`config.mk`:
```
export PLATFORM = sky130hd
export DESIGN_NAME = blf_feistel
export DESIGN_NICKNAME = d
export VERILOG_FILES = /design/src/hw/rtl/blf_pkg.sv /design/src/hw/rtl/blf_feistel.sv
export SDC_FILE = /design/constraint.sdc
export NUM_CORES = 1
export LEC_CHECK = 0
export ABC_AREA = 1
export BUFFER_PORTS_ARGS = -buffer_cell sky130_fd_sc_hd__buf_2
export CAP_MARGIN = 10
export CELL_PAD_IN_SITES_DETAIL_PLACEMENT = 0
export CELL_PAD_IN_SITES_GLOBAL_PLACEMENT = 2
export CORE_MARGIN = 5
export CORE_UTILIZATION = 25
export DETAILED_ROUTE_END_ITERATION = 7
export PLACE_DENSITY_LB_ADDON = 0.1
export SETUP_SLACK_MARGIN = 0.05
export SYNTH_ARGS = -nofsm -noshare
export SYNTH_HDL_FRONTEND = slang
export SYNTH_SLANG_ARGS = --single-unit
```
`constraint.sdc`:
```
create_clock -name vclk -period 3.13
set_clock_uncertainty 0.15 [all_clocks]
set_input_delay 0.1565 -clock vclk [all_inputs]
set_output_delay 0.1565 -clock vclk [all_outputs]
set_load 0.01 [all_outputs]
```
`src/hw/rtl/blf_pkg.sv`:
```
// ----------------------------------------------------------------------------
// blf_pkg
// Shared types and constants for the Blowfish block cipher core.
// ----------------------------------------------------------------------------
package blf_pkg;

    localparam int unsigned TABLE_WORDS = 1042;
    localparam int unsigned P_WORDS     = 18;
    localparam int unsigned S0_BASE     = 18;
    localparam int unsigned SBOX_WORDS  = 256;
    localparam int unsigned ROUNDS      = 16;

    localparam logic [4:0] P_LAST    = 5'd17;
    localparam logic [4:0] CNT_LAST  = 5'd16;

    localparam logic KIND_LOAD  = 1'b0;
    localparam logic KIND_BLOCK = 1'b1;

    typedef struct packed {
        logic        kind;
        logic [10:0] table_index;
        logic [31:0] table_word;
        logic [63:0] data_block;
        logic        encrypt_mode;
        logic        last_block;
    } blf_in_t;

    typedef struct packed {
        logic [63:0] result_block;
        logic        result_last;
    } blf_out_t;

    typedef struct packed {
        logic [31:0] s0;
        logic [31:0] s1;
        logic [31:0] s2;
        logic [31:0] s3;
    } blf_sbox_words_t;

endpackage

```
`src/hw/rtl/blf_feistel.sv`:
```
// ----------------------------------------------------------------------------
// blf_feistel
// Round function F: ((S0 + S1) ^ S2) + S3 on the four S-box read words.
// ----------------------------------------------------------------------------
module blf_feistel
    import blf_pkg::*;
(
    input  blf_sbox_words_t sbox,
    output logic [31:0]     f_val
);

    logic [31:0] sum01;

    always_comb begin
        sum01 = sbox.s0 + sbox.s1;
        f_val = (sum01 ^ sbox.s2) + sbox.s3;
    end

endmodule

```
* After elaboration in Yosys (flattened, before gate mapping)
Cells that the tools add are included.
** Word-level totals
- Register bits :: 0
- Bits in latches :: 0
- Memory bits (writable) :: 0
- Memory bits (read-only) :: 0
- Input bits :: 128
- Output and inout port bits :: 32
- Word-level logic and storage cells :: 3
- Memories kept :: 0
** Operators by class
- Add/subtract/negate cells :: 2
- $mul :: 0
- Div/mod/pow operators :: 0
- Magnitude comparators :: 0
- Equality and inequality tests :: 0
- Shifts and indexed selects :: 0
- Mux-type cells :: 0
- Bitwise operators :: 1
- Reduce and logical (&&, ||, !) cells :: 0
** Operator list (count)
- $add 32x32->32 :: 2
- $xor 32x32->32 :: 1

* Depth between registers and ports, before layout
Gate-level depths: netlist (run 1).
- Depth after elaboration :: 3
- Depth in mapped cells :: 23
- Gate-level depth less buffers :: 23

* Worst setup path before layout (run 1)
OpenSTA, ideal clock, no wires.
- Path type :: input port to output port
- Start point :: in sbox[64] (netlist bit)
- End point :: out f_val[25]
- Arrival time :: 2.620 ns
- Data required time :: 2.823 ns
- Path slack :: 0.203 ns
- Cell stages on the path :: 20
- Path buffers :: 0
- Cell sequence :: ha_1 inv_1 fa_1 inv_1 nand3_1 nand2_1 inv_1 o21bai_2 nand2_1 nand3_1 nand2_1 nand2_1 inv_1 ha_1 a21oi_1 a21boi_0 a21boi_0 nand3_1 nand2_1 nand2_1
** Between the ends
- Cells in the longest elaborated chain, start to end :: 3
** RTL lines
- start, declared :: line blf_feistel.sv:8 : input blf_sbox_words_t sbox,
- $add 32x32->32 :: line blf_feistel.sv:15 : sum01 = sbox.s0 + sbox.s1;
- $xor 32x32->32 :: line blf_feistel.sv:16 : f_val = (sum01 ^ sbox.s2) + sbox.s3;
- $add 32x32->32 :: line blf_feistel.sv:16
- end, declared :: line blf_feistel.sv:9 : output logic [31:0] f_val
Every way passes these cells.

* Worst setup path after layout (run 1)
- Start point :: in sbox[107] (netlist bit)
- End point :: out f_val[27]
Same word-level chain as after synthesis.

==> metrics.txt, run 1 <==
# TYPE chip_impl_metric gauge
chip_impl_metric{name="post_synth.cell_area_avg",unit="um^2"} 5.41
chip_impl_metric{name="grt_use_total",unit="%"} 18.0
chip_impl_metric{name="drv_cap",unit=""} 0
chip_impl_info{name="synth_largest_area_cell",value="sky130_fd_sc_hd__nand2_1"} 1
chip_impl_info{name="status",value="finished, violations left"} 1
chip_impl_info{name="critical_path_start_end_classification",value="input pin to output pin"} 1
chip_impl_metric{name="first_global_vias",unit=""} 6431
chip_impl_metric{name="wl_final",unit="mm"} 20.3
chip_impl_metric{name="place_worst_setup_slack",unit="ps"} -411
chip_impl_metric{name="synthesis.nets",unit=""} 1037
chip_impl_metric{name="power_density",unit="nW/um^2"} 432
chip_impl_metric{name="internal_power",unit="mW"} 1.97
chip_impl_metric{name="whs_path_depth",unit=""} 3
chip_impl_info{name="failing_checks",value="negative setup slack"} 1
chip_impl_info{name="synthMostInstantiatedCell",value="sky130_fd_sc_hd__nand2_1"} 1
chip_impl_metric{name="hold_buffers",unit=""} 0
chip_impl_metric{name="grt_overflow",unit=""} 0
chip_impl_metric{name="critPathRequiredTime",unit="ps"} 2820
chip_impl_metric{name="final_hold_viol_count",unit=""} 0
chip_impl_metric{name="remaining_drc_errors",unit=""} 0
chip_impl_metric{name="final_sum_of_negative_setup_slack",unit="ps"} -189
chip_impl_metric{name="net-switching-power",unit="mW"} 2.12
chip_impl_metric{name="final_layout_size_suffix_gt1_share",unit="%"} 61.0
chip_impl_metric{name="max_slew.worst_pin.slew",unit="ps"} 495
chip_impl_metric{name="comb_power_share",unit="%"} 100.0
chip_impl_metric{name="peakVddDrop",unit="uV"} 294
chip_impl_metric{name="layout.nets",unit=""} 1404
chip_impl_metric{name="io_buffer_count",unit=""} 160
chip_impl_metric{name="worst_slack",unit="ps"} -84.7
chip_impl_metric{name="synth.top_cell.area_share",unit="%"} 22.8
chip_impl_metric{name="grt_start_max_net_pins",unit=""} 6
chip_impl_metric{name="power.static_leakage",unit="nW"} 4.70
chip_impl_metric{name="initial_core_utilization",unit="%"} 25.4
chip_impl_info{name="crit_path_end_kind",value="output pin"} 1
chip_impl_metric{name="grt_antenna_before_repair",unit=""} 0
chip_impl_info{name="beginning_of_the_worst_hold_path",value="sbox[0]"} 1
chip_impl_metric{name="clock_power_share",unit="%"} 0
chip_impl_metric{name="floorplan.die_area",unit="um^2"} 21000
chip_impl_info{name="rsz0062_at_grt",value="yes"} 1
chip_impl_metric{name="ant_nets",unit=""} 0
chip_impl_metric{name="detailroute.via_count",unit=""} 6478
chip_impl_metric{name="routed_wire_length_per_instance",unit="um"} 14.1
chip_impl_info{name="holdPathEnd",value="f_val[0]"} 1
chip_impl_metric{name="detailedRoute.firstPassIterationCount",unit=""} 4
chip_impl_info{name="cpLargestDelayFamily",value="simple AND/OR/NAND/NOR gates"} 1
chip_impl_metric{name="antenna-diode-count",unit=""} 0
chip_impl_metric{name="post_synth_instance_area",unit="um^2"} 4540
chip_impl_metric{name="area_grow_syn2layout",unit="%"} 109
chip_impl_metric{name="post_synth_num_cell_types",unit=""} 35
chip_impl_metric{name="core_area",unit="um^2"} 17900
chip_impl_metric{name="crit_buf_inv",unit=""} 4
chip_impl_metric{name="setup_violations",unit=""} 6
chip_impl_info{name="worst_hold_path_type",value="input pin to output pin"} 1
chip_impl_metric{name="vias_per_cell",unit=""} 4.52
chip_impl_metric{name="finalCritPeriodShare",unit="%"} 103
chip_impl_info{name="cp_slowest_cell",value="sky130_fd_sc_hd__ha_4"} 1
chip_impl_info{name="synth_commonest_cells",value="sky130_fd_sc_hd__nand2_1, sky130_fd_sc_hd__inv_1, sky130_fd_sc_hd__nor2_1"} 1
chip_impl_metric{name="vertical_die_dimension",unit="um"} 145
chip_impl_info{name="cp_cell_sequence",value="buf_6 -> ha_4 -> nand2_4 -> buf_4 -> o21bai_4 -> a21oi_2 -> buf_4 -> or2_4 -> nand4_1 -> nand2_2 -> ha_4 -> nand2_4 -> nor3_4 -> nand2_2 -> nor4_4 -> nand2_2 -> nand2_1 -> nand2_1 -> nand2_1 -> buf_2"} 1
chip_impl_info{name="post_synth_main_area_contributors",value="sky130_fd_sc_hd__nand2_1, sky130_fd_sc_hd__ha_1, sky130_fd_sc_hd__inv_1, sky130_fd_sc_hd__xor2_1, sky130_fd_sc_hd__nor2_1"} 1
chip_impl_metric{name="synth_warn",unit=""} 0
chip_impl_metric{name="power_switching_share",unit="%"} 51.8
chip_impl_metric{name="dieWidth",unit="um"} 145
chip_impl_metric{name="numSequentialCells",unit=""} 0
chip_impl_metric{name="placed_cells",unit=""} 1398
chip_impl_metric{name="global_route_wire_length_before_repair",unit="mm"} 30.5
chip_impl_metric{name="slew_violations",unit=""} 0
chip_impl_metric{name="final.min_clock_period",unit="ps"} 3210
chip_impl_metric{name="place.gp.congestion",unit=""} 0.793
chip_impl_metric{name="seq_power_share",unit="%"} 0
chip_impl_metric{name="dpl.hpwl",unit="mm"} 17.1
chip_impl_metric{name="row_count",unit=""} 49
chip_impl_metric{name="timing.critical_path.arrival",unit="ps"} 2910
chip_impl_metric{name="clkbuf_count",unit=""} 0
chip_impl_metric{name="worstPathMaxFanout",unit=""} 4
chip_impl_metric{name="dr.first_iter.drc_count",unit=""} 215
chip_impl_metric{name="register_area",unit="um^2"} 0
chip_impl_metric{name="fraction_of_the_yosys_area_taken_by_sequential_cells",unit="%"} 0
chip_impl_metric{name="cp_slowest_stage_delay",unit="ps"} 340
chip_impl_metric{name="max-slew-margin-rel",unit="%"} 66.9
chip_impl_metric{name="layout.cells.non_filler",unit=""} 1434
chip_impl_metric{name="io-pin-count",unit=""} 160
chip_impl_metric{name="syn-instance-count",unit=""} 840
chip_impl_info{name="setup.worst_path.start_class",value="input pin"} 1
chip_impl_metric{name="fmax",unit="MHz"} 311
chip_impl_metric{name="fin_worst_hold_slack",unit="ps"} 469
==> worst max path at each step <==
stage                      to  slack [ps]  cells past startpoint      start
finish              f_val[27]         -80                     20  sbox[107]
global route        f_val[28]        -240                     23  sbox[110]
CTS                 f_val[27]         -30                     20   sbox[96]
detailed placement  f_val[25]        -410                     22   sbox[64]
global placement    f_val[28]        -380                     21   sbox[73]
floorplan           f_val[25]         200                     20   sbox[64]
==> final cells by class <==
| cell class | instances | area, um^2 |
|---|---|---|
| Multi-Input combinational cell | 703 | 6150 |
| Timing Repair Buffer | 365 | 2520 |
| Fill cell | 1829 | 8420 |
| Inverter | 137 | 519 |
| Tap cell | 229 | 287 |
==> worst min-delay path, cell delays in order <==
cell,delay [ps]
sky130_fd_sc_hd__buf_2,80
sky130_fd_sc_hd__ha_1,110
sky130_fd_sc_hd__buf_2,120
==> kinds of logic after synthesis <==
logic type,Yosys count,share of synthesized area [%]
simple gates,453,41.3
buf+inv,137,11.3
compound gates,114,15.1
fa+ha+maj,69,19.3
xor+xnor,67,12.9
==> cells in the final DEF, fill, tap and decap left out, types with 26 or more instances in the layout <==
| cell type | netlist | final |
|---|---|---|
| sky130_fd_sc_hd__a21oi_2 | 1 | 35 |
| sky130_fd_sc_hd__inv_2 | 1 | 34 |
| sky130_fd_sc_hd__ha_4 | 0 | 51 |
| sky130_fd_sc_hd__nand2_4 | 0 | 32 |
| sky130_fd_sc_hd__nor2_1 | 83 | 37 |
| sky130_fd_sc_hd__nand3_1 | 54 | 35 |
| sky130_fd_sc_hd__xor2_1 | 47 | 34 |
| sky130_fd_sc_hd__nand2_2 | 5 | 74 |
| sky130_fd_sc_hd__nor2_2 | 2 | 26 |
| sky130_fd_sc_hd__inv_1 | 136 | 101 |
| sky130_fd_sc_hd__nand2_1 | 276 | 174 |
| sky130_fd_sc_hd__buf_2 | 0 | 145 |
| sky130_fd_sc_hd__buf_4 | 0 | 182 |
| sky130_fd_sc_hd__buf_6 | 0 | 38 |
==> power by group through the flow <==
stage	sequential (mW)	clock, mW	combinational, mW
after floorplan	0	0	1.48
after global placement	0	0	2.82
after detailed placement	0	0	2.82
after CTS	0	0	3.39
after global routing	0	0	4.46
final	0	0	4.09
==> layer usage <==
metal,global-route usage (%),vias to the layer above,wire length [um],share of wire [%]
li1,-,3410,-,-
met1,24.7,2935,9020,45
met2,32.3,117,10300,51
met3,0.723,16,696,3.4
met4,1.67,0,201,0.99
met5,0,-,0,0
==> per-stage QoR <==
step | total power, mW | util, % | instance area, um^2
after floorplan | 1.48 | - | 4540
after global placement | 2.82 | 38.5 | 6900
after detailed placement | 2.82 | 38.5 | 6900
after CTS | 3.39 | 45.9 | 8210
after global routing | 4.46 | 52.9 | 9480
final | 4.09 | 52.9 | 9480
==> repair_timing <==
action                     CTS  global route
setup endpoints to repair   25            25
pin swaps                   79           139
gates resized for setup    256           258
gates cloned                 0             0
setup buffers               13            25
No activity file was read; power rests on OpenSTA's default activity.
==> inputs of run 2 (changes only) <==
RECOVER_POWER = 50   (was default)
SLEW_MARGIN = 30   (was default)
==> metrics.txt, run 2 (synthesis results as in run 1) <==
# TYPE chip_impl_metric gauge
chip_impl_metric{name="place_worst_setup_slack",unit="ps"} -411
chip_impl_metric{name="dpl.hpwl",unit="mm"} 17.1
chip_impl_metric{name="vertical_die_dimension",unit="um"} 145
chip_impl_metric{name="remaining_drc_errors",unit=""} 0
chip_impl_metric{name="power.static_leakage",unit="nW"} 4.69
chip_impl_metric{name="routed_wire_length_per_instance",unit="um"} 14.1
chip_impl_info{name="most-common-layout-cells",value="sky130_fd_sc_hd__buf_4, sky130_fd_sc_hd__nand2_1, sky130_fd_sc_hd__buf_2"} 1
chip_impl_info{name="worst_hold_path_type",value="input pin to output pin"} 1
chip_impl_metric{name="floorplan.die_area",unit="um^2"} 21000
chip_impl_metric{name="worstPathMaxFanout",unit=""} 4
chip_impl_info{name="layout_commonest_cell",value="sky130_fd_sc_hd__buf_4"} 1
chip_impl_metric{name="hold_buffers",unit=""} 0
chip_impl_metric{name="crit_buf_inv",unit=""} 4
chip_impl_metric{name="global_route_wire_length_before_repair",unit="mm"} 30.5
chip_impl_metric{name="grt_overflow",unit=""} 0
chip_impl_metric{name="grt_start_max_net_pins",unit=""} 6
chip_impl_info{name="status",value="finished, violations left"} 1
chip_impl_metric{name="fmax",unit="MHz"} 311
chip_impl_metric{name="drv_cap",unit=""} 0
chip_impl_metric{name="final_sum_of_negative_setup_slack",unit="ps"} -188
chip_impl_info{name="crit_path_end_kind",value="output pin"} 1
chip_impl_info{name="failing_checks",value="negative setup slack"} 1
chip_impl_metric{name="wl_final",unit="mm"} 20.3
chip_impl_metric{name="max-slew-margin-rel",unit="%"} 65.7
chip_impl_metric{name="power_density",unit="nW/um^2"} 431
chip_impl_info{name="rsz0062_at_grt",value="yes"} 1
chip_impl_metric{name="area_grow_syn2layout",unit="%"} 108
chip_impl_metric{name="peakVddDrop",unit="uV"} 294
chip_impl_metric{name="row_count",unit=""} 49
chip_impl_metric{name="register_area",unit="um^2"} 0
chip_impl_metric{name="dieWidth",unit="um"} 145
chip_impl_metric{name="max_slew.worst_pin.slew",unit="ps"} 512
chip_impl_info{name="critical_path_start_end_classification",value="input pin to output pin"} 1
chip_impl_metric{name="first_global_vias",unit=""} 6431
chip_impl_metric{name="place.gp.congestion",unit=""} 0.793
chip_impl_metric{name="initial_core_utilization",unit="%"} 25.4
chip_impl_metric{name="io-pin-count",unit=""} 160
chip_impl_metric{name="final.min_clock_period",unit="ps"} 3210
chip_impl_info{name="cp_cell_sequence",value="buf_6 -> ha_4 -> nand2_4 -> buf_4 -> o21bai_4 -> a21oi_2 -> buf_4 -> or2_4 -> nand4_1 -> nand2_2 -> ha_4 -> nand2_4 -> nor3_4 -> nand2_2 -> nor4_4 -> nand2_2 -> nand2_1 -> nand2_1 -> nand2_1 -> buf_2"} 1
chip_impl_metric{name="critPathRequiredTime",unit="ps"} 2820
chip_impl_metric{name="setup_violations",unit=""} 6
chip_impl_metric{name="final_hold_viol_count",unit=""} 0
chip_impl_metric{name="fillCellCount",unit=""} 1832
chip_impl_metric{name="finalCritPeriodShare",unit="%"} 103
chip_impl_metric{name="ant_nets",unit=""} 0
chip_impl_metric{name="antenna-diode-count",unit=""} 0
chip_impl_metric{name="numSequentialCells",unit=""} 0
chip_impl_metric{name="timing.critical_path.arrival",unit="ps"} 2910
chip_impl_metric{name="final_layout_size_suffix_gt1_share",unit="%"} 60.5
chip_impl_metric{name="grt_antenna_before_repair",unit=""} 0
chip_impl_metric{name="vias_per_cell",unit=""} 4.52
chip_impl_metric{name="io_buffer_count",unit=""} 160
chip_impl_metric{name="worst_slack",unit="ps"} -84.5
chip_impl_info{name="cpLargestDelayFamily",value="simple AND/OR/NAND/NOR gates"} 1
chip_impl_metric{name="detailroute.via_count",unit=""} 6480
chip_impl_metric{name="layout.nets",unit=""} 1404
chip_impl_metric{name="cp_slowest_stage_delay",unit="ps"} 340
chip_impl_metric{name="clkbuf_count",unit=""} 0
chip_impl_info{name="cp_slowest_cell",value="sky130_fd_sc_hd__ha_4"} 1
chip_impl_metric{name="grt_use_total",unit="%"} 18.0
chip_impl_metric{name="placed_cells",unit=""} 1398
chip_impl_metric{name="layout.cells.non_filler",unit=""} 1434
chip_impl_info{name="setup.worst_path.start_class",value="input pin"} 1
chip_impl_metric{name="dr.first_iter.drc_count",unit=""} 213
chip_impl_metric{name="slew_violations",unit=""} 0
chip_impl_metric{name="core_area",unit="um^2"} 17900
chip_impl_metric{name="detailedRoute.firstPassIterationCount",unit=""} 4
==> run 2: changes by cell type in the layout (fill, tap and decap cells not counted) <==
cell                       change
sky130_fd_sc_hd__buf_4         -1
sky130_fd_sc_hd__a21oi_1       +1
sky130_fd_sc_hd__buf_2         -5
sky130_fd_sc_hd__a21oi_2       -1
sky130_fd_sc_hd__clkbuf_1      +5
sky130_fd_sc_hd__clkbuf_4      +1
==> run 2: routing by layer <==
layer,vias up,wire length (um),track usage (%)
li1,3407,-,-
met1,2950,9110,24.7
met2,107,10300,32.3
met3,16,615,0.723
met4,0,201,1.67
met5,-,0,0
==> run 2: layout make-up <==
type | instances | area, um^2 | share of cell area, %
Multi-Input combinational cell | 703 | 6150 | 64.9
Inverter | 137 | 519 | 5.48
Timing Repair Buffer | 365 | 2510 | 26.5
Tap cell | 229 | 287 | 3.03
==> run 2: power by group <==
group	switching (mW)	internal (mW)	leakage, nW	total (mW)
combinational	2.12	1.97	4.69	4.09
sequential	0	0	0	0
clock	0	0	0	0
==> run 2: path summary, 6_finish.rpt <==
kind,startpoint,end,slack [ps],depth (start not counted)
max,sbox[107],f_val[27],-80,20
min,sbox[0],f_val[0],500,3
==> run 2: repair_timing <==
action                                  in CTS  in global routing
pin swaps                                   79                139
setup buffers                               13                 25
gates resized for setup                    256                258
endpoints found under the setup margin      25                 25
==> run 2: through the flow <==
step           util (%)  cell area [um^2]  hold WS (ps)  power, mW
3_3_place_gp       38.5              6900           470       2.82
5_1_grt            52.9              9470           530       4.45
4_1_cts            45.9              8210           474       3.39
2_1_floorplan         -              4540           314       1.48
6_report           52.9              9470           495       4.09
3_5_place_dp       38.5              6900           472       2.82
